--- src/hw/rtl/uvfft_pkg.sv ---
// ----------------------------------------------------------------------------
// uvfft_pkg
// Shared types and constants of the fit/fill texture transform unit.
// ----------------------------------------------------------------------------
package uvfft_pkg;

   localparam int OUT_BITS = 30;
   localparam logic [OUT_BITS-1:0] SCALE_MAX = {OUT_BITS{1'b1}};

   localparam logic [2:0] MODE_CENTER  = 3'd0;
   localparam logic [2:0] MODE_TILE    = 3'd1;
   localparam logic [2:0] MODE_STRETCH = 3'd2;
   localparam logic [2:0] MODE_FIT     = 3'd3;

   // sideband that travels with each request through the divider row
   typedef struct packed {
      logic x_unit;
      logic y_unit;
      logic tile;
   } ctrl_type;

endpackage

--- src/hw/rtl/uvfft_div_cell.sv ---
// ----------------------------------------------------------------------------
// uvfft_div_cell
// One restoring division step for both axes, one quotient bit per cell.
// ----------------------------------------------------------------------------
module uvfft_div_cell
   import uvfft_pkg::*;
#(
   parameter int DW = 28,
   parameter int LW = 45
) (
   input  logic          clock,
   input  logic          reset,
   input  logic          up_valid,
   output logic          up_ready,
   input  ctrl_type      up_ctrl,
   input  logic [LW-1:0] up_dvd  [2],
   input  logic [DW-1:0] up_den  [2],
   input  logic [DW-1:0] up_rem  [2],
   input  logic [LW-1:0] up_quot [2],
   output logic          dn_valid,
   input  logic          dn_ready,
   output ctrl_type      dn_ctrl,
   output logic [LW-1:0] dn_dvd  [2],
   output logic [DW-1:0] dn_den  [2],
   output logic [DW-1:0] dn_rem  [2],
   output logic [LW-1:0] dn_quot [2]
);

   logic          valid_ff;
   ctrl_type      ctrl_ff;
   logic [LW-1:0] dvd_ff  [2];
   logic [DW-1:0] den_ff  [2];
   logic [DW-1:0] rem_ff  [2];
   logic [LW-1:0] quot_ff [2];

   logic [DW:0]   trial  [2];
   logic          ge     [2];
   logic [DW-1:0] rem_in [2];

   assign up_ready = !valid_ff || dn_ready;
   assign dn_valid = valid_ff;
   assign dn_ctrl  = ctrl_ff;
   assign dn_dvd   = dvd_ff;
   assign dn_den   = den_ff;
   assign dn_rem   = rem_ff;
   assign dn_quot  = quot_ff;

   always_comb begin
      for (int k = 0; k < 2; k++) begin
         trial[k]  = {up_rem[k], up_dvd[k][LW-1]};
         ge[k]     = trial[k] >= {1'b0, up_den[k]};
         rem_in[k] = ge[k] ? DW'(trial[k] - {1'b0, up_den[k]}) : trial[k][DW-1:0];
      end
   end

   always_ff @(posedge clock) begin
      if (reset) begin
         valid_ff <= 1'b0;
      end else if (up_ready) begin
         valid_ff <= up_valid;
      end
      if (up_ready && up_valid) begin
         ctrl_ff <= up_ctrl;
         for (int k = 0; k < 2; k++) begin
            dvd_ff[k]  <= {up_dvd[k][LW-2:0], 1'b0};
            den_ff[k]  <= up_den[k];
            rem_ff[k]  <= rem_in[k];
            quot_ff[k] <= {up_quot[k][LW-2:0], ge[k]};
         end
      end
   end

endmodule

--- config.mk ---
export PLATFORM = sky130hd
export DESIGN_NAME = uvfft_div_cell
export DESIGN_NICKNAME = d
export VERILOG_FILES = /design/src/hw/rtl/uvfft_pkg.sv /design/src/hw/rtl/uvfft_div_cell.sv
export SDC_FILE = /design/constraint.sdc
export NUM_CORES = 1
export LEC_CHECK = 0
export ABC_AREA = 1
export BUFFER_PORTS_ARGS = -buffer_cell sky130_fd_sc_hd__clkbuf_2
export CELL_PAD_IN_SITES_DETAIL_PLACEMENT = 1
export CELL_PAD_IN_SITES_GLOBAL_PLACEMENT = 2
export CORE_MARGIN = 3
export CORE_UTILIZATION = 25
export CTS_CLUSTER_SIZE = 24
export DETAILED_ROUTE_END_ITERATION = 8
export HOLD_SLACK_MARGIN = 0.08
export PLACE_DENSITY = 0.75
export SKIP_LAST_GASP = 1
export SYNTH_ARGS = -nofsm -noshare
export SYNTH_HDL_FRONTEND = slang
export SYNTH_SLANG_ARGS = --single-unit
--- constraint.sdc ---
create_clock -name clock -period 18.1 [get_ports clock]
set_input_delay 0.905 -clock clock [delete_from_list [all_inputs] [get_ports clock]]
set_output_delay 0.905 -clock clock [all_outputs]
set_load 0.02 [all_outputs]
==> metrics.md <==
| Metric | Value |
|---|---|
| Core box area | 56500 um^2 |
| CP most frequent cell | buf_4 |
| Layout cells sized above 1 | 33.6% |
| Final worst path period need | 3.27 ns |
| CTS Hold Bufs | 0 |
| Post-synthesis cell type count | 35 |
| Met2 usage | 28.6% |
| Initial Util | 25.3% |
| Die height | 245 um |
| Normalized max-slew margin | 31.4% |
| Clock-pin slew on the worst setup and hold paths | 0.05 ns |
| Drt first pass iters | 4 |
| Clock Skew | 0.0138 ns |
| Multi-input gate area | 4330 um^2 |
| Final #Nets | 2391 |
| Synthesized area | 14300 um^2 |
| Fin crit share | 18.1% |
| Leakage | 9.64 nW |
| Worst-Skew Late Latency | 0.54 ns |
| Worst path slowest cell | buf_4 |
| Gr usage total | 17.0% |
| Sequential area share after synthesis | 61.6% |
| Max Buffers Root-to-Sink | 3 |
| R2R Setup Slk | 14.98 ns |
| Inserted Diodes | 0 |
| CTS sink cnt | 294 |
| Wire length per cell | 18.9 um |
| Vias | 11.9k |
| Post-CTS sizing | 0 |
| M3 GR Usage | 5.38% |
| Most frequent cells in the layout | 591 x clkbuf_2, 457 x nand2_1, 293 x edfxtp_1 |
| Mean post-synth cell area | 10.1 um^2 |
| Final HPWL DP | 43.7 mm |
| Synth warn | 0 |
| Largest net degree at the start of global routing | 137 |
| PortBufs | 591 |
| Setup TNS Final | 0 ns |
| Design area | 19300 um^2 |
| Placer Congestion | 0.913 |
| Slowest stage delay, CP | 0.85 ns |
| EDFF count, synth | 293 |
| Maximum clock rate | 305 MHz |
| Filler cell count | 6694 |
| Worst-Margin Slew | 1.03 ns |
| CTS buffer count | 37 |
| Die width | 245 um |
| CTS HTree Levels | 2 |
| Worst path cell trace | clkbuf_2 -> inv_1 -> a21oi_4 -> buf_4 -> buf_4 |
| Vias in the first global route | 12.8k |
| Setup violators final | 0 |
| Area delta synth->final | 35.1% |
| Slew Limit Fails | 0 |
| Synth Area in XOR/XNOR | 1.71% |
| Post-synth ARST share | 0% |
| Worst path required time | 18.25 ns |
| Sequential Area | 8820 um^2 |
| Synth Area in Adders | 5.17% |
| Crit-path max FO | 76 |
| Critical path class | input pin to flip-flop |
| DRT antenna net count | 0 |
| CTS root buffer | clkbuf_16 |
| CP startpoint kind | input pin |
| Top Usage Layer GRT | met2 |
| Initial antenna violation count | 4 |
| Gate count after technology mapping | 1416 |
| Commonest non-fill, non-tap cell in the layout | clkbuf_2 |
| Row cnt | 87 |
| Crit path buf inv count | 4 |
| Status | completed |
| CTS tree | done |
| Power Density | 100 nW/um^2 |
| Mux cell area share after synthesis | 0% |
| RSZ-0062 raised after global routing | false |
| Main combinational cell family by area after synthesis | simple AND/OR/NAND/NOR gates |
| DRT iter0 DRCs | 377 |
| Vias per cell | 4.24 |
| GRT overflow | 0 |
| Final hold violation count | 0 |
| Synth Flop Type | edfxtp_1 |
| Worst path arrival time | 3.43 ns |
| Element type at the critical path end | flip-flop |
| Complex-gate fraction of the synthesized area | 1.88% |
| Min-delay worst type | input pin to flip-flop |
| Delay-heaviest family, CP | buffers and inverters |
| Synth Area in Simple Gates | 21.4% |
| Max-Cap Viols | 0 |
| First-pass GRT wire length | 77.7 mm |
| Die area | 60200 um^2 |
| DP Area | 18100 um^2 |
| Ports | 596 |
| VDD IR-drop max | 0.0567 mV |
| DRC Markers | 0 |
| Drt total wl | 53.1 mm |
| Post-CTS Setup Repair Bufs | 0 |
| GR Layer Usage met1 | 21.3% |
| Flop and latch count out of synthesis | 294 |
Yosys cell counts (5+ instances only):
cell type / n / area, um^2
nand2_1: 457 / 1720
edfxtp_1: 293 / 8800
inv_1: 265 / 995
nand3_1: 128 / 641
ha_1: 56 / 701
nor2_1: 55 / 206
a21oi_1: 29 / 145
xor2_1: 26 / 228
nand4_1: 18 / 113
buf_6: 12 / 135
nor2_2: 11 / 68.8
nand3_2: 8 / 80.1
nand2_2: 7 / 43.8
nor3_2: 5 / 50.1
kinds of logic after synthesis:
family / count (synthesis)
adder cells (fa/ha/maj): 58
AND/OR/NAND/NOR: 707
buffers and inverters: 286
XOR/XNOR: 28
flip-flops: 294
AO/OA/AOI/OAI: 42
other: 1
report_power, final:
part / switching [mW] / total [mW] / internal (mW)
Clock: 0.296 / 0.760 / 0.464
Combinational: 0.243 / 0.354 / 0.112
Sequential: 0.0148 / 0.827 / 0.812
Total: 0.554 / 1.94 / 1.39
worst paths after layout:
path / start / to / cells after the start
max reg2reg: dn_valid / dn_den[50] / 3
max: dn_ready / dn_den[50] / 5
min reg2reg: dn_valid / dn_valid / 2
min: reset / dn_valid / 2
per-stage QoR:
stage	util, %	total power [mW]	hold WS (ns)	cells	worst slack (ns)
2_1_floorplan	-	1.07	0.705	1417	2.06
3_3_place_gp	32.0	1.20	0.545	2751	14.38
3_5_place_dp	32.0	1.20	0.536	2751	14.29
4_1_cts	34.2	1.98	0.484	2813	14.88
5_1_grt	34.2	2.04	0.499	2813	14.70
6_report	34.2	1.94	0.526	2813	14.83
area by class of cell:
cell class                      count  share of cell area, %
Inverter                          270                   5.24
Tap cell                          756                   4.89
Clock inverter                     20                   1.28
Sequential cell                   294                   45.6
Multi-Input combinational cell    837                   22.4
Clock buffer                       42                   5.10
Timing Repair Buffer              594                   15.5
flip-flops by register name, summed over array words and instances, names as in the netlist:
name and cells:
dn_quot 90, dn_dvd 88, dn_valid 1, dn_den 56, dn_rem 56, dn_ctrl 3
per-layer routing:
metal  routed length, um  vias to the layer above
met5                  27                        -
met2               24800                      419
met3                4830                       73
met1               22300                     5601
li1                    -                     5829
met4                1180                        4
worst register-to-register path: stages, from the launching register on:
cell	delay, ns
dfxtp_1	0.35
a21oi_4	0.70
buf_4	0.73
buf_4	0.90
Note: power is estimated with default switching activity, not from simulation.
