==> config.mk <==
export PLATFORM = sky130hd
export DESIGN_NAME = uvfft_prep
export DESIGN_NICKNAME = d
export VERILOG_FILES = /design/src/hw/rtl/uvfft_pkg.sv /design/src/hw/rtl/uvfft_prep.sv
export SDC_FILE = /design/constraint.sdc
export NUM_CORES = 1
export LEC_CHECK = 0
export ABC_AREA = 1
export BUFFER_PORTS_ARGS = -buffer_cell sky130_fd_sc_hd__buf_2
export CAP_MARGIN = 10
export CORE_MARGIN = 2
export CORE_UTILIZATION = 45
export CTS_BUF_LIST = sky130_fd_sc_hd__clkbuf_4 sky130_fd_sc_hd__clkbuf_8
export CTS_CLUSTER_SIZE = 40
export DETAILED_ROUTE_END_ITERATION = 8
export GPL_TIMING_DRIVEN = 0
export PLACE_DENSITY_LB_ADDON = 0.08
export SYNTH_ARGS = -nofsm -noshare
export SYNTH_HDL_FRONTEND = slang
export SYNTH_SLANG_ARGS = --single-unit
==> constraint.sdc <==
create_clock -name clock -period 7.35 [get_ports clock]
set_input_delay 0.3675 -clock clock [delete_from_list [all_inputs] [get_ports clock]]
set_output_delay 0.3675 -clock clock [all_outputs]
set_load 0.05 [all_outputs]
==> src/hw/rtl/uvfft_pkg.sv <==
// ----------------------------------------------------------------------------
// uvfft_pkg
// Shared types and constants of the fit/fill texture transform unit.
// ----------------------------------------------------------------------------
package uvfft_pkg;

   localparam int OUT_BITS = 30;
   localparam logic [OUT_BITS-1:0] SCALE_MAX = {OUT_BITS{1'b1}};

   localparam logic [2:0] MODE_CENTER  = 3'd0;
   localparam logic [2:0] MODE_TILE    = 3'd1;
   localparam logic [2:0] MODE_STRETCH = 3'd2;
   localparam logic [2:0] MODE_FIT     = 3'd3;

   // sideband that travels with each request through the divider row
   typedef struct packed {
      logic x_unit;
      logic y_unit;
      logic tile;
   } ctrl_type;

endpackage

==> src/hw/rtl/uvfft_prep.sv <==
// ----------------------------------------------------------------------------
// uvfft_prep
// Input stage: cross products, mode decode and divider operand selection.
// ----------------------------------------------------------------------------
module uvfft_prep
   import uvfft_pkg::*;
#(
   parameter int DIM_BITS  = 14,
   parameter int FRAC_BITS = 16,
   parameter int DW        = 2 * DIM_BITS,
   parameter int LW        = DW + FRAC_BITS + 1
) (
   input  logic                clock,
   input  logic                reset,
   input  logic                up_valid,
   output logic                up_ready,
   input  logic [DIM_BITS-1:0] image_width,
   input  logic [DIM_BITS-1:0] image_height,
   input  logic [DIM_BITS-1:0] screen_width,
   input  logic [DIM_BITS-1:0] screen_height,
   input  logic [2:0]          place_mode,
   output logic                dn_valid,
   input  logic                dn_ready,
   output ctrl_type            dn_ctrl,
   output logic [LW-1:0]       dn_dvd  [2],
   output logic [DW-1:0]       dn_den  [2],
   output logic [DW-1:0]       dn_rem  [2],
   output logic [LW-1:0]       dn_quot [2]
);

   logic                valid_ff;
   logic [DIM_BITS-1:0] iw_ff, ih_ff, sw_ff, sh_ff;
   logic [2:0]          mode_ff;
   logic [DW-1:0]       a_ff, b_ff;

   logic          zero_size, ident, x_unit;
   logic [DW-1:0] num [2];

   assign up_ready = !valid_ff || dn_ready;
   assign dn_valid = valid_ff;

   always_ff @(posedge clock) begin
      if (reset) begin
         valid_ff <= 1'b0;
      end else if (up_ready) begin
         valid_ff <= up_valid;
      end
      if (up_ready && up_valid) begin
         iw_ff   <= image_width;
         ih_ff   <= image_height;
         sw_ff   <= screen_width;
         sh_ff   <= screen_height;
         mode_ff <= place_mode;
         a_ff    <= DW'(screen_width) * DW'(image_height);
         b_ff    <= DW'(screen_height) * DW'(image_width);
      end
   end

   always_comb begin
      zero_size = (iw_ff == '0) || (ih_ff == '0) || (sw_ff == '0) || (sh_ff == '0);
      ident     = zero_size || (mode_ff == MODE_STRETCH);
      x_unit    = (mode_ff == MODE_FIT) ? (a_ff <= b_ff) : (a_ff >= b_ff);
      dn_ctrl.tile = (mode_ff == MODE_TILE) && !zero_size;
      num[0]    = '0;
      num[1]    = '0;
      dn_den[0] = DW'(1);
      dn_den[1] = DW'(1);
      if (ident) begin
         dn_ctrl.x_unit = 1'b1;
         dn_ctrl.y_unit = 1'b1;
      end else if (mode_ff == MODE_CENTER || mode_ff == MODE_TILE) begin
         dn_ctrl.x_unit = 1'b0;
         dn_ctrl.y_unit = 1'b0;
         num[0]    = DW'(sw_ff);
         dn_den[0] = DW'(iw_ff);
         num[1]    = DW'(sh_ff);
         dn_den[1] = DW'(ih_ff);
      end else if (x_unit) begin
         dn_ctrl.x_unit = 1'b1;
         dn_ctrl.y_unit = 1'b0;
         num[1]    = b_ff;
         dn_den[1] = a_ff;
      end else begin
         dn_ctrl.x_unit = 1'b0;
         dn_ctrl.y_unit = 1'b1;
         num[0]    = a_ff;
         dn_den[0] = b_ff;
      end
      for (int k = 0; k < 2; k++) begin
         // rounding bias folded into the dividend
         dn_dvd[k]  = {1'b0, num[k], {FRAC_BITS{1'b0}}} + LW'(dn_den[k] >> 1);
         dn_rem[k]  = '0;
         dn_quot[k] = '0;
      end
   end

endmodule

==> metrics <==
Inserted Clock Buffers 17; clock transition at the registers of the reported paths 0.07 ns; fin. max-slew vios 0; DRT Wirelength 69200 um; post-cts sizing count 0; Leakage 15.0 nW; row cnt 81; CTS tree yes; Crit path required time 6.98 ns; Setup TNS Final 0 ns; number of synthesized flops with an enable pin 115; Hold Buf Count CTS 0; worst hold path type in -> reg; RSZ-0062 raised after global routing no; Setup Skew 0.0107 ns; gr ovfl total 0; PwrDens 472 nW/um2; Tightest Pin Transition 0.891 ns; FILL cells 4933; final hold violation count 0; I/O Pins 360; sequential cell area fraction in the yosys report 0.156; clk sink count 116; die width 227 um; Max Cap Viol 0; crit path max fanout 10; YS warnings 0; Die Footprint 51300 um2; DRC 0; Worst Reg-to-Reg Cells 4; Post-DP HPWL 60100 um; Achievable Freq 156 MHz; initial antenna violation count 2; hold depth 2; setup violators final 0; Crit path buffers/inverters 7; Critical Path Most Common Cell nand2_1; WS Path Type reg -> out; post-synthesis register bit count 116; number of global-route vias before repair 18.1k; Relative slew margins 0.402; CP startpoint kind flop; crit-path max cell delay 0.49 ns; Worst-Skew Late Latency 0.46 ns; run status completed; DRT iter0 DRCs 1269; DP Cell Count 3870; part of the cycle the worst path needs 0.874; Cell Area, Synth 22300 um2; maximum vdd drop 0.320 mV; Area contributors post-synth fa_1 26%, edfxtp_1 15%, ha_1 13%; post-synthesis cell count 2844; area grow syn2layout 13.4%; post-route ant nets 0; core area 49000 um2; instance count on the critical path 30; share of layout cells above drive strength 1 0.149; Vias/cell 4.83; Setup Buffers After CTS 0; clock root buffer clkbuf_8; final net count 3806; Top delay family on crit path simple AND/OR/NAND/NOR gates; fin crit period 6.42 ns; Yosys top cell by area fa_1; mean post-synth cell area 7.84 um2; die height 227 um; CP arrival 6.05 ns; Synth cell types 51; post-route cell area 25300 um2; Clock Tree Buf Depth 2; Setup WS post-layout 0.929 ns; drt wl/cell 17.7 um; worst slack at placement 0.924 ns; Starting Density 0.455; async set or reset register ratio after synthesis 0; slowest CP cell edfxtp_1; DP Area 24800 um2; Pwr Total 0.0119 W; IO buf count 213; first-pass GRT wire length 106000 um; CP endpoint kind output pin; gr usage total 0.276; final cell count without fillers 3902; Pre-antenna DRT Iters 5; routability cong. 1.01; Top FF cell, synth edfxtp_1; largest net degree at the start of global routing 32; share of the synthesized area in the top cell type 0.255; vias post-DR 18.9k; H-Tree Depth 4
## area by class of cell
cell class / instances / area (um2) / area share
Clock inverter: 12 / 186 / 0.00738
Clock buffer: 19 / 249 / 0.00985
Tap cell: 664 / 831 / 0.0329
Buffer: 260 / 1660 / 0.0658
Sequential cell: 116 / 3470 / 0.137
Antenna cell: 1 / 2.50 / 0.0000990
Timing Repair Buffer: 217 / 1160 / 0.0459
Multi-Input combinational cell: 1950 / 15200 / 0.602
Inverter: 663 / 2490 / 0.0985
## cells in the final DEF, fill, tap and decap left out, types with 8 or more instances in the layout
cell type  instances
xnor2_1           32
a21oi_1          128
nor2_1           133
fa_1             284
nand4_1           23
conb_1           146
o21ai_0           20
ha_1             234
buf_4            178
nand3_1           56
a21o_1             8
clkbuf_8          17
buf_2            221
clkbuf_1          68
nand2_1          721
edfxtp_1         115
xor2_1            58
nor3_1            24
inv_1            657
nand2_2            9
## registers in the layout, summed over array words and instances, names as in the netlist
signal,cells
ih_ff,14
a_ff,28
sw_ff,14
mode_ff,3
b_ff,28
iw_ff,14
dn_valid,1
sh_ff,14
## synth_stat cells, types with 5 or more instances
library cell and n:
nand2_1 721, nand2_2 9, edfxtp_1 115, nand3b_1 5
xnor2_1 32, buf_4 178, nand3_2 5, inv_1 657
nor2_4 6, ha_1 234, a21o_1 8, nor3_1 24
buf_1 5, clkbuf_1 68, xor2_1 58, nor2_2 6
o21ai_1 6, nor2_1 133, buf_2 8, nand4_1 23
fa_1 284, o21ai_0 20, a21oi_1 129, nand3_1 56
## worst paths after layout
kind                              start                     to  slack (ns)
hold / removal                    reset  dn_valid$_SDFFE_PP0N_        0.05
setup reg to reg  dn_valid$_SDFFE_PP0N_     sw_ff[8]$_DFFE_PP_        5.47
setup / recovery     b_ff[23]$_DFFE_PP_             dn_dvd[84]        0.93
hold reg to reg   dn_valid$_SDFFE_PP0N_  dn_valid$_SDFFE_PP0N_        0.55
## worst reg2reg max path, stage by stage, from the launching register on
cell,delay [ns]
dfxtp_1,0.35
a21oi_4,0.54
buf_16,0.26
buf_16,0.18
buf_12,0.22
## through the flow
stage	utilization	hold WS [ns]
global placement	0.505	0.469
floorplan	-	0.437
finish	0.516	0.0469
CTS	0.516	0.0110
detailed placement	0.507	0.525
global route	0.516	0.0151
## report_power, final
group,switching [W],total (W),internal [W]
combinational,0.00652,0.00979,0.00327
sequential,0.000209,0.00147,0.00126
clock,0.000273,0.000677,0.000404
## cells by family (layout without fill, tap and decap cells)
| family | Yosys count | after routing | share of synthesized area |
|---|---|---|---|
| adder cells (fa/ha/maj) | 518 | 518 | 0.387 |
| AND/OR/NAND/NOR | 1005 | 1005 | 0.189 |
| other | 1 | 147 | 0.000168 |
| AO/OA/AOI/OAI | 191 | 191 | 0.0470 |
| buffers and inverters | 923 | 1171 | 0.186 |
| XOR/XNOR | 90 | 90 | 0.0354 |
| flip-flops | 116 | 116 | 0.156 |
## metal layers
metal	up-vias	wire length [um]	track usage
li1	8996	-	-
met1	9147	31300	0.387
met2	624	31800	0.448
met3	89	4070	0.0306
met4	2	1950	0.0830
met5	-	13	0
Power figures use the tool's default switching activity.
