### src/hw/rtl/uvfft_pkg.sv
// ----------------------------------------------------------------------------
// uvfft_pkg
// Shared types and constants of the fit/fill texture transform unit.
// ----------------------------------------------------------------------------
package uvfft_pkg;

   localparam int OUT_BITS = 30;
   localparam logic [OUT_BITS-1:0] SCALE_MAX = {OUT_BITS{1'b1}};

   localparam logic [2:0] MODE_CENTER  = 3'd0;
   localparam logic [2:0] MODE_TILE    = 3'd1;
   localparam logic [2:0] MODE_STRETCH = 3'd2;
   localparam logic [2:0] MODE_FIT     = 3'd3;

   // sideband that travels with each request through the divider row
   typedef struct packed {
      logic x_unit;
      logic y_unit;
      logic tile;
   } ctrl_type;

endpackage

### src/hw/rtl/uvfft_post.sv
// ----------------------------------------------------------------------------
// uvfft_post
// Output stage: saturation, unit axes, offsets and the response register.
// ----------------------------------------------------------------------------
module uvfft_post
   import uvfft_pkg::*;
#(
   parameter int FRAC_BITS = 16,
   parameter int LW        = 45
) (
   input  logic                       clock,
   input  logic                       reset,
   input  logic                       up_valid,
   output logic                       up_ready,
   input  ctrl_type                   up_ctrl,
   input  logic [LW-1:0]              up_quot [2],
   output logic                       rsp_valid,
   input  logic                       rsp_ready,
   output logic [OUT_BITS-1:0]        rsp_scale_x,
   output logic [OUT_BITS-1:0]        rsp_scale_y,
   output logic signed [OUT_BITS-1:0] rsp_offset_x,
   output logic signed [OUT_BITS-1:0] rsp_offset_y,
   output logic                       rsp_tile_on
);

   localparam int EW = (LW > OUT_BITS) ? LW : OUT_BITS + 1;
   localparam logic [OUT_BITS-1:0] ONE = OUT_BITS'(1) << FRAC_BITS;

   logic                       valid_ff;
   logic [OUT_BITS-1:0]        scale_ff [2];
   logic signed [OUT_BITS-1:0] offset_ff [2];
   logic                       tile_ff;

   logic [EW-1:0]            ext    [2];
   logic [OUT_BITS-1:0]      scale  [2];
   logic signed [OUT_BITS:0] diff   [2];
   logic                     unit   [2];

   assign up_ready = !valid_ff || rsp_ready;
   assign rsp_valid    = valid_ff;
   assign rsp_scale_x  = scale_ff[0];
   assign rsp_scale_y  = scale_ff[1];
   assign rsp_offset_x = offset_ff[0];
   assign rsp_offset_y = offset_ff[1];
   assign rsp_tile_on  = tile_ff;

   always_comb begin
      unit[0] = up_ctrl.x_unit;
      unit[1] = up_ctrl.y_unit;
      for (int k = 0; k < 2; k++) begin
         ext[k] = EW'(up_quot[k]);
         if (unit[k]) begin
            scale[k] = ONE;
         end else if (ext[k] > EW'(SCALE_MAX)) begin
            scale[k] = SCALE_MAX;
         end else begin
            scale[k] = ext[k][OUT_BITS-1:0];
         end
         diff[k] = $signed({1'b0, ONE}) - $signed({1'b0, scale[k]});
      end
   end

   always_ff @(posedge clock) begin
      if (reset) begin
         valid_ff <= 1'b0;
      end else if (up_ready) begin
         valid_ff <= up_valid;
      end
      if (up_ready && up_valid) begin
         tile_ff <= up_ctrl.tile;
         for (int k = 0; k < 2; k++) begin
            scale_ff[k] <= scale[k];
            // arithmetic shift gives the floored half
            offset_ff[k] <= up_ctrl.tile ? '0 : OUT_BITS'(diff[k] >>> 1);
         end
      end
   end

endmodule

### config.mk
export PLATFORM = sky130hd
export DESIGN_NAME = uvfft_post
export DESIGN_NICKNAME = d
export VERILOG_FILES = /design/src/hw/rtl/uvfft_pkg.sv /design/src/hw/rtl/uvfft_post.sv
export SDC_FILE = /design/constraint.sdc
export NUM_CORES = 1
export LEC_CHECK = 0
export CAP_MARGIN = 20
export CORE_MARGIN = 2
export CORE_UTILIZATION = 31
export DETAILED_ROUTE_END_ITERATION = 10
export DONT_BUFFER_PORTS = 1
export GPL_ROUTABILITY_DRIVEN = 1
export PLACE_DENSITY_LB_ADDON = 0.08
export SETUP_SLACK_MARGIN = 0.05
export SYNTH_ARGS = -nofsm -noshare
export SYNTH_HDL_FRONTEND = slang
export SYNTH_SLANG_ARGS = --single-unit
### constraint.sdc
create_clock -name clock -period 5.7 [get_ports clock]
set_clock_uncertainty 0.2 [all_clocks]
set_input_delay 0 -clock clock [delete_from_list [all_inputs] [get_ports clock]]
set_output_delay 0 -clock clock [all_outputs]
set_load 0.1 [all_outputs]
==> reports/results.md, run 1 <==
Synth
- number of register bits inferred by synthesis: 122
- number of enable-type register cells in the synthesized netlist: 121
- Mapped Cells: 563
- sequential cell area fraction in the yosys report: 60.7%
- Post-Synth Simple-Gate Area: 21.3%
- adder and majority cell fraction of the synthesized area: 0.416%
- dominant combinational cell family by area after synthesis: simple AND/OR/NAND/NOR gates
- post-synthesis average cell area: 10.7 um^2
- multiplexer share of the synthesized area: 0.541%
- warning count from the yosys run: 0
- synthesized-area fraction occupied by ao, oa, aoi and oai cells: 7.82%
- cell area after technology mapping: 6020 um^2
- post-synthesis share of cell area spent on xor and xnor gates: 6.11%
- share of synthesized flip-flops with an asynchronous set or reset: 0%
- number of distinct library cell variants in the gate-level netlist after synthesis: 60
- primary flip-flop cell chosen by synthesis mapping: edfxtp_1
- Post-Syn Nets: 662

Final layout
- multi-input combinational cell area: 2180 um^2
- layout-stage area growth over the synthesis result: 34.8%
- final net count: 780
- ratio of cells with drive above 1 in the final layout: 6.48%
- post-route cell area: 8110 um^2
- sequential standard cell area: 3650 um^2
- post-route non-filler standard cell count: 956
- final-layout fill cell count: 1,867

Placed design
- placement-stage cell area: 6250 um^2
- setup slack at placement: 2.11 ns
- GPL Wtd Cong: 0.782
- count of placed standard cells including taps: 794
- IO buf count: 0
- half-perimeter wire length of the detailed placement result: 11,500 um

Floorplanning
- Die Span X: 143 um
- effective utilization at floorplan: 31.8%
- placeable core region: 18,900 um^2
- I/O Pins: 220
- area enclosed by the die boundary: 20,500 um^2
- number of standard-cell rows in the floorplan: 50
- height of the chip: 143 um

Worst setup path
- arrival time worst endpoint: 4.22 ns
- required time reported for the critical path endpoint: 5.66 ns
- Critical path buffers and inverters: 4
- slack of the worst reg-to-reg path: 2.11 ns
- Setup crit start kind: primary input
- endpoint kind of the worst setup timing path: register
- cell chain of the critical path: nor4_1 > nand4_1 > buf_4 > nor2_1 > or2_2 > ha_1 > inv_1 > or4_1 > a2111oi_1 > xor2_1 > dlygate4sd3_1 > nor2_1 > dlygate4sd3_1
- largest driver fanout on the critical path: 41
- Worst Path Class, Setup: primary input to register
- endpoint of the worst register-to-register path: scale_ff[0][49]$_DFFE_PP_
- delay of the slowest cell on the worst path: 0.70 ns
- worst reg2reg path depth: 3
- library cell contributing the largest single delay on the critical path: or4_1
- Top Family by Delay on Critical Path: buffers and inverters
- reg-to-reg critical path startpoint: rsp_valid$_SDFFE_PP0N_

Clocking
- number of resized instances in the post-cts repair step: 0
- Clock Tree Buf Depth: 2
- TritonCTS clock tree: done
- clock buffer count from CTS: 17
- root cell of the clock tree: clkbuf_16
- Skew-Pair Late Insertion Delay: 0.42 ns
- Clk pin slew, worst setup/hold paths: 0.06 ns
- Post-CTS Setup Repair Bufs: 0
- number of levels the H-tree was split into: 4
- number of clock sinks: 122

Global routing
- largest net degree at the start of global routing: 72
- first-pass GRT wire length: 27,200 um
- sum of overflow across all layers after global routing: 0
- initial antenna violation count: 2
- overall track demand over capacity in global routing: 17.4%
- via count of the first global-routing pass: 4,933

Power and ir drop
- Flop pwr share: 54.0%
- Clk pwr share: 37.9%
- PD cells: 332 nW/um^2
- Combinational Power Share: 8.1%
- maximum resistive drop on vdd: 0.180 mV
- Leak: 0.00283 uW
- net switching fraction of the power: 33.3%
- internal power: 1800 uW
- NetSw: 897 uW

Drt
- via density per instance: 5.06
- remaining number of nets flagged by the antenna check after routing: 0
- wirelength, routed: 17,800 um
- DR DRC count: 0
- initial DRC count: 263
- vias after detailed routing: 4,842
- number of iterations in the first detailed-routing pass: 4
- drt wl/cell: 18.6 um

STA
- Max Slew Vio Count: 0
- final number of hold-violating endpoints: 0
- number of setup violations in the final report: 0
- Worst Tran Pin Value: 1.07 ns
- RSZ-0062 raised after global routing: no
- Fin Setup TNS: 0 ns
- worst slack on hold paths: 0.0140 ns
- shortest clock period the worst path allows after layout: 4.26 ns
- worst relative slew slack: 28.5%
- highest clock rate: 0.235 GHz
- post-route fraction of the period consumed by the critical path: 74.7%
- smallest setup slack after layout: 1.44 ns

Worst hold path
- hold_sp: up_quot[61]
- depth of the worst hold-timing path: 4
- Worst Hold End: offset_ff[0][29]$_SDFFCE_PP0P_
- min-delay worst type: primary input to register

Job
- max cap viols: 0

Run status
- run status: finished, final reports clean

[what timing repair did]
action,4_1_cts,5_1_grt
hold endpoints to repair,122,0
hold buffers,128,0
endpoints found under the setup margin,0,0
[cell families after synthesis]
group | Yosys count
and+or+nand+nor | 276
DFF | 122
AOI/OAI and AO/OA | 69
buffers and inverters | 49
xor gates and xnor gates | 42
muxes | 3
adders and majority gates | 2
[power by group through the flow]
stage,Clock (uW),Combinational [uW],Sequential (uW)
after detailed placement,0,113,1470
after floorplan,0,98.7,1460
after CTS,1040,219,1460
after global placement,0,111,1470
final,1020,219,1450
after global routing,1070,240,1460
[registers in the layout, indices dropped and copies added, names as in the netlist]
signal,cells
scale_ff,60
rsp_tile_on,1
offset_ff,60
rsp_valid,1
[worst max path at each step]
stage                      startpoint                             end  slack [ns]  cells after the start
2_1_floorplan  rsp_valid$_SDFFE_PP0N_   offset_ff[0][0]$_SDFFCE_PP0P_        0.55                      2
3_3_place_gp   rsp_valid$_SDFFE_PP0N_       scale_ff[0][56]$_DFFE_PP_        2.14                      3
3_5_place_dp   rsp_valid$_SDFFE_PP0N_  offset_ff[0][52]$_SDFFCE_PP0P_        2.11                      3
4_1_cts                   up_quot[38]  offset_ff[0][55]$_SDFFCE_PP0P_        1.57                     13
5_1_grt                   up_quot[36]  offset_ff[0][55]$_SDFFCE_PP0P_        1.23                     13
6_report                  up_quot[42]  offset_ff[0][55]$_SDFFCE_PP0P_        1.44                     13
[synthesized netlist by cell type, types with 2 or more instances]
cell / number / area share (%)
nand4_1: 3 / 0.31
a21oi_1: 21 / 1.7
inv_1: 16 / 1.0
ha_1: 2 / 0.42
buf_2: 2 / 0.17
nor4_1: 13 / 1.4
and4_1: 3 / 0.44
edfxtp_1: 121 / 60
xor2_1: 17 / 2.5
mux2_1: 2 / 0.37
a31oi_1: 4 / 0.42
or2_2: 7 / 0.73
xnor2_1: 25 / 3.6
or3_1: 7 / 0.73
nand2b_1: 2 / 0.21
o21ai_0: 4 / 0.33
o21bai_1: 3 / 0.37
nor2b_1: 3 / 0.31
nor2_1: 169 / 11
o21ai_1: 6 / 0.50
a2111oi_1: 3 / 0.50
nor3_1: 21 / 1.7
or4_1: 8 / 1.0
nand2_1: 13 / 0.81
nand3_1: 12 / 1.0
a211oi_1: 8 / 1.0
nand4b_1: 2 / 0.29
a2bb2oi_1: 3 / 0.44
buf_1: 3 / 0.19
a41oi_1: 2 / 0.29
and3_1: 2 / 0.21
clkbuf_1: 28 / 1.7
[tightest hold or removal path, cell delays in order]
cell and delay, ns:
nor3_1 0.05, a22oi_1 0.14, o21ai_1 0.12, a21oi_1 0.17
[layout by cell type (no fill, tap or decap), drive strengths merged, types with 12 or more instances in the layout]
cell,netlist,layout
inv,16,16
clkbuf,28,22
xnor2,25,25
edfxtp,121,121
nor3,22,22
nor2,170,170
nand3,12,12
nor4,13,13
dlygate4sd3,0,125
xor2,17,17
nand2,13,13
a21oi,21,21
[per-stage QoR]
step	util [%]	power (uW)
floorplan	-	1560
global placement	33.1	1580
detailed placement	33.1	1580
CTS	42.9	2710
global route	42.9	2770
finish	42.9	2690
[layer usage]
layer | share of wire (%) | global-route usage [%] | routed length, um
met5 | 0 | 0 | 0
met4 | 1.8 | 6.86 | 318
met3 | 7.6 | 6.46 | 1360
met2 | 46 | 27.0 | 8210
met1 | 44 | 22.1 | 7920
[final cells by class]
type	instances	area share, %
diodes	2	0.0617
clock inverters	10	1.25
well taps	260	4.01
multi-input cells	392	26.9
flip-flops and latches	122	45.0
inverters	16	0.741
clock buffers	22	5.48
repair buffers	132	16.5
Note: power is estimated with default switching activity, not from simulation.
==> run 2, diff against run 1 <==
clock period = 3.47 ns   (was 5.7 ns; I/O delays follow)
==> reports/results.md, run 2 (synthesized netlist as in run 1, its figures left out) <==
Drt
- drt wl/cell: 18.8 um, +0.95%
- vias after detailed routing: 4,840, -0.041%
- initial DRC count: 250, -4.9%
- via density per instance: 5.02, -0.87%
- number of iterations in the first detailed-routing pass: 4, unchanged
- wirelength, routed: 18,100 um, +1.8%
- remaining number of nets flagged by the antenna check after routing: 0, unchanged
- DR DRC count: 0, unchanged

Worst setup path
- largest driver fanout on the critical path: 44, +7.3%
- arrival time worst endpoint: 3.19 ns, -1.03 ns
- reg-to-reg critical path startpoint: rsp_valid$_SDFFE_PP0N_
- endpoint kind of the worst setup timing path: register
- worst reg2reg path depth: 5, +2
- Worst Path Class, Setup: primary input to register
- required time reported for the critical path endpoint: 3.43 ns, -2.23 ns
- endpoint of the worst register-to-register path: offset_ff[0][38]$_SDFFCE_PP0P_
- capture point of the critical path: offset_ff[0][55]$_SDFFCE_PP0P_
- slack of the worst reg-to-reg path: 1.40 ns, -0.71 ns
- Setup crit start kind: primary input
- startpoint of the most critical setup path: up_ctrl[1]

STA
- shortest clock period the worst path allows after layout: 3.23 ns
- Max Slew Vio Count: 0, unchanged
- worst relative slew slack: 36.6%, +8.0 points
- RSZ-0062 raised after global routing: no
- highest clock rate: 0.310 GHz
- number of setup violations in the final report: 0, unchanged
- Worst Tran Pin Value: 0.954 ns, -0.119 ns
- final number of hold-violating endpoints: 0, unchanged
- Fin Setup TNS: 0 ns, unchanged
- post-route fraction of the period consumed by the critical path: 93.1%

Clocking
- root cell of the clock tree: clkbuf_16
- number of levels the H-tree was split into: 4, unchanged
- Clock Tree Buf Depth: 2, unchanged
- number of clock sinks: 122, unchanged
- TritonCTS clock tree: done
- Clk pin slew, worst setup/hold paths: 0.06 ns, about the same
- clock buffer count from CTS: 17, unchanged
- Skew-Pair Late Insertion Delay: 0.42 ns, about the same

Final layout
- layout-stage area growth over the synthesis result: 37.4%
- final net count: 790, +1.3%
- biggest regs: offset_ff (60), scale_ff (60)
- fraction of the core area covered by cells at the end of the flow: 43.8%, +0.83 points
- most frequent standard cell in the layout excluding fill and tap cells: nor2_1
- antenna diode count: 0, -2
- leading cell types in the layout, fill and taps excluded: nor2_1 (169), dlygate4sd3_1 (127), edfxtp_1 (121)
- ratio of cells with drive above 1 in the final layout: 7.95%, +1.5 points

Global routing
- first-pass GRT wire length: 27,500 um, +1.2%
- met2 track utilization from global routing: 26.9%, -0.10 points
- via count of the first global-routing pass: 4,931, -0.041%
- layer carrying the most global-route usage: met2
- sum of overflow across all layers after global routing: 0, unchanged
- Global Route met1 Usage: 23.6%, +1.5 points
- largest net degree at the start of global routing: 68, -5.6%
- overall track demand over capacity in global routing: 17.7%, +0.33 points
- initial antenna violation count: 0, -2
- met3 track demand over resource: 5.93%, -0.53 points

Power and ir drop
- Leak: 0.00290 uW, +2.6%
- maximum resistive drop on vdd: 0.278 mV, +55%
- PD cells: 551 nW/um^2, +66%
- total power of the final layout: 4550 uW, +69%

Floorplanning
- area enclosed by the die boundary: 20,500 um^2, unchanged
- Die Span X: 143 um, unchanged
- I/O Pins: 220, unchanged
- height of the chip: 143 um, unchanged
- placeable core region: 18,900 um^2, unchanged
- effective utilization at floorplan: 31.8%, unchanged
- number of standard-cell rows in the floorplan: 50, unchanged

Worst hold path
- hold_sp: up_quot[12]
- min-delay worst type: primary input to register

Placed design
- IO buf count: 0, unchanged
- GPL Wtd Cong: 0.773, -1.2%
- half-perimeter wire length of the detailed placement result: 11,700 um, +2.0%

Run status
- run status: finished, final reports clean

Job
- max cap viols: 0, unchanged

run 2: power breakdown:
group	switching (uW)	internal [uW]	leakage, uW
clock network	645	1140	0.000278
logic	202	179	0.00144
registers	647	1730	0.00119
total	1490	3060	0.00290
run 2: layout make-up:
| class | count | area, um^2 |
|---|---|---|
| clock inverters | 8 | 120 |
| fillers | 1870 | 10600 |
| inverters | 16 | 60.1 |
| multi-input cells | 392 | 2200 |
| clock buffers | 24 | 462 |
| well taps | 260 | 325 |
| repair buffers | 142 | 1450 |
| flip-flops and latches | 122 | 3650 |
run 2: worst min path at each step:
| stage | endpoint | cells after the start |
|---|---|---|
| final | offset_ff[0][43]$_SDFFCE_PP0P_ | 5 |
| after global routing | offset_ff[0][57]$_SDFFCE_PP0P_ | 4 |
| after CTS | offset_ff[0][57]$_SDFFCE_PP0P_ | 4 |
| after detailed placement | rsp_valid$_SDFFE_PP0N_ | 1 |
| after global placement | rsp_valid$_SDFFE_PP0N_ | 1 |
| after floorplan | rsp_valid$_SDFFE_PP0N_ | 1 |
run 2: per-stage QoR:
step,area [um^2],cells,hold slack (ns),setup slack [ns]
final,8270,964,0.00509,0.239
after CTS,8240,963,0.00824,0.152
after global placement,6330,801,-0.126,0.487
after floorplan,6020,563,-0.131,0.248
after detailed placement,6330,801,-0.123,0.333
after global routing,8270,964,0.0370,0.111
run 2: timing repair:
action                                  CTS  global route
resized for setup                         0             4
buffers inserted                          0             1
hold buffers                            130             0
endpoints found under the hold margin   243             0
endpoints found under the setup margin    0             3
run 2: layer usage:
metal	part of all wire, %	vias to the layer above
li1	-	2281
met1	46	2369
met2	46	166
met3	6.5	24
met4	1.9	0
met5	0	-
run 2: critical path, cell delays in order:
cell           delay [ns]
dlygate4sd3_1        0.58
buf_12               0.23
or2_2                0.17
ha_1                 0.17
inv_1                0.08
or4_1                0.68
a2111oi_2            0.46
xor2_1               0.18
nor2_1               0.05
dlygate4sd3_1        0.56
==> run 3, diff against run 2 <==
BUFFER_PORTS_ARGS = -buffer_cell sky130_fd_sc_hd__buf_2   (was default)
DONT_BUFFER_PORTS = default   (was 1)
HOLD_SLACK_MARGIN = 0.02   (was default)
==> reports/results.md, run 3 (synthesized netlist as in run 1, its figures left out) <==
Run status
- run status: finished, final reports clean

Final layout
- most frequent standard cell in the layout excluding fill and tap cells: buf_2
- ratio of cells with drive above 1 in the final layout: 30.8%, +23 points
- layout-stage area growth over the synthesis result: 46.6%
- antenna diode count: 0, unchanged
- biggest regs: offset_ff (60), scale_ff (60)
- final net count: 957, +21%
- fraction of the core area covered by cells at the end of the flow: 46.7%, +2.9 points
- post-route cell area: 8820 um^2, +6.7%
- leading cell types in the layout, fill and taps excluded: buf_2 (219), nor2_1 (169), edfxtp_1 (121)
- final-layout fill cell count: 1,906, +1.9%

STA
- highest clock rate: 0.336 GHz, +8.6%
- post-route fraction of the period consumed by the critical path: 85.7%, -7.4 points
- Worst Tran Pin Value: 0.711 ns, -0.243 ns
- worst relative slew slack: 52.2%, +16 points
- shortest clock period the worst path allows after layout: 2.97 ns, -0.257 ns
- Max Slew Vio Count: 0, unchanged
- worst slack on hold paths: 0.0700 ns, +0.0649 ns
- smallest setup slack after layout: 0.496 ns, +0.257 ns
- number of setup violations in the final report: 0, unchanged
- final number of hold-violating endpoints: 0, unchanged
- Fin Setup TNS: 0 ns, unchanged
- RSZ-0062 raised after global routing: no

Worst setup path
- library cell contributing the largest single delay on the critical path: dlygate4sd3_1
- arrival time worst endpoint: 2.93 ns, -0.26 ns
- Worst Path Class, Setup: primary input to register
- worst reg2reg path depth: 3, -2
- slack of the worst reg-to-reg path: 1.63 ns, +0.23 ns
- Top cell by count, worst path: dlygate4sd3_1
- delay of the slowest cell on the worst path: 0.57 ns, -0.11 ns
- reg-to-reg critical path startpoint: rsp_valid$_SDFFE_PP0N_
- cell chain of the critical path: dlygate4sd3_1 > buf_2 > nor2_1 > dlygate4sd3_1 > nand2_1 > o41ai_2 > buf_4 > nand4_1 > xnor2_1 > dlygate4sd3_1 > nor2_1
- endpoint kind of the worst setup timing path: register
- Setup crit start kind: primary input
- largest driver fanout on the critical path: 7, -84%
- endpoint of the worst register-to-register path: scale_ff[0][49]$_DFFE_PP_
- startpoint of the most critical setup path: up_quot[0]
- required time reported for the critical path endpoint: 3.42 ns, about the same

Clocking
- TritonCTS clock tree: done
- Clk pin slew, worst setup/hold paths: 0.06 ns, about the same
- Clock Tree Buf Depth: 2, unchanged
- Skew-Pair Late Insertion Delay: 0.42 ns, about the same
- Post-CTS Setup Repair Bufs: 0, unchanged
- number of clock sinks: 122, unchanged
- root cell of the clock tree: clkbuf_16
- number of levels the H-tree was split into: 4, unchanged
- clock buffer count from CTS: 17, unchanged

Power and ir drop
- maximum resistive drop on vdd: 0.324 mV, +16%
- Leak: 0.00356 uW, +23%
- PD cells: 531 nW/um^2, -3.5%

Global routing
- overall track demand over capacity in global routing: 18.0%, +0.22 points
- largest net degree at the start of global routing: 52, -24%
- initial antenna violation count: 0, unchanged
- sum of overflow across all layers after global routing: 0, unchanged
- first-pass GRT wire length: 28,400 um, +3.3%
- via count of the first global-routing pass: 5,431, +10%

Worst hold path
- depth of the worst hold-timing path: 4, -1
- hold_sp: up_quot[30]
- Worst Hold End: scale_ff[0][46]$_DFFE_PP_
- min-delay worst type: primary input to register

Drt
- vias after detailed routing: 5,417, +12%
- initial DRC count: 329, +32%
- DR DRC count: 0, unchanged
- via density per instance: 4.80, -4.4%
- drt wl/cell: 16.2 um, -14%
- remaining number of nets flagged by the antenna check after routing: 0, unchanged
- number of iterations in the first detailed-routing pass: 7, +3
- wirelength, routed: 18,200 um, +0.67%

Floorplanning
- number of standard-cell rows in the floorplan: 50, unchanged
- I/O Pins: 220, unchanged
- effective utilization at floorplan: 31.8%, unchanged
- area enclosed by the die boundary: 20,500 um^2, unchanged
- placeable core region: 18,900 um^2, unchanged
- height of the chip: 143 um, unchanged
- Die Span X: 143 um, unchanged

Placed design
- setup slack at placement: 0.214 ns, -0.120 ns
- placement-stage cell area: 7440 um^2, +18%
- IO buf count: 219, +219
- half-perimeter wire length of the detailed placement result: 12,900 um, +9.9%
- GPL Wtd Cong: 0.817, +5.6%

Job
- max cap viols: 0, unchanged

[run 3: cell count changes in the layout (fill, tap and decap cells not counted), sizes merged]
cell	previous run	this run
buf	15	232
dlygate4sd3	127	77
clkbuf	24	19
bufinv	3	5
clkinv	3	5
clkinvlp	2	1
[run 3: how the worst max path moves through the flow]
| stage | endpoint | slack (ns) | cells past startpoint |
|---|---|---|---|
| floorplan | offset_ff[0][0]$_SDFFCE_PP0P_ | 0.25 | 2 |
| global placement | offset_ff[0][57]$_SDFFCE_PP0P_ | 0.43 | 11 |
| detailed placement | offset_ff[0][55]$_SDFFCE_PP0P_ | 0.21 | 11 |
| global route | offset_ff[0][56]$_SDFFCE_PP0P_ | 0.35 | 11 |
| finish | offset_ff[0][56]$_SDFFCE_PP0P_ | 0.50 | 11 |
| CTS | offset_ff[0][56]$_SDFFCE_PP0P_ | 0.53 | 11 |
[run 3: metal layers]
layer / track usage (%) / up-vias / wire length, um
met3: 4.37 / 18 / 1200
met1: 24.2 / 2586 / 8170
met4: 6.14 / 0 / 254
li1: - / 2609 / -
met2: 28.5 / 204 / 8620
met5: 0 / - / 0
[run 3: stage by stage]
step           total power, uW  instances
2_1_floorplan             2560        563
3_3_place_gp              2780       1022
3_5_place_dp              2790       1022
4_1_cts                   4720       1129
5_1_grt                   4830       1129
6_report                  4680       1129
[run 3: area by class of cell]
class	instances	area (um^2)	area share [%]
inverter	16	60.1	0.681
sequential	122	3650	41.4
multi-input combinational	392	2180	24.7
tap	260	325	3.69
timing repair buffer	309	1990	22.6
clock buffer	19	433	4.91
clock inverter	11	178	2.01
[run 3: critical path, delay by kind of cell]
kind | cells | cell delay, ns
buffers and inverters | 5 | 2.05
AND/OR/NAND/NOR | 4 | 0.38
AO/OA/AOI/OAI | 1 | 0.33
XOR/XNOR | 1 | 0.15
[run 3: timing repair]
item / in CTS / in global routing
endpoints found under the setup margin: 0 / 0
endpoints found under the hold margin: 154 / 0
resized for setup: 0 / 0
hold buffers: 77 / 0
[run 3: power breakdown]
part / switching, uW / internal, uW / total [uW]
combinational: 849 / 221 / 1070
clock: 612 / 1250 / 1860
sequential: 24.4 / 1730 / 1750
total: 1490 / 3200 / 4680
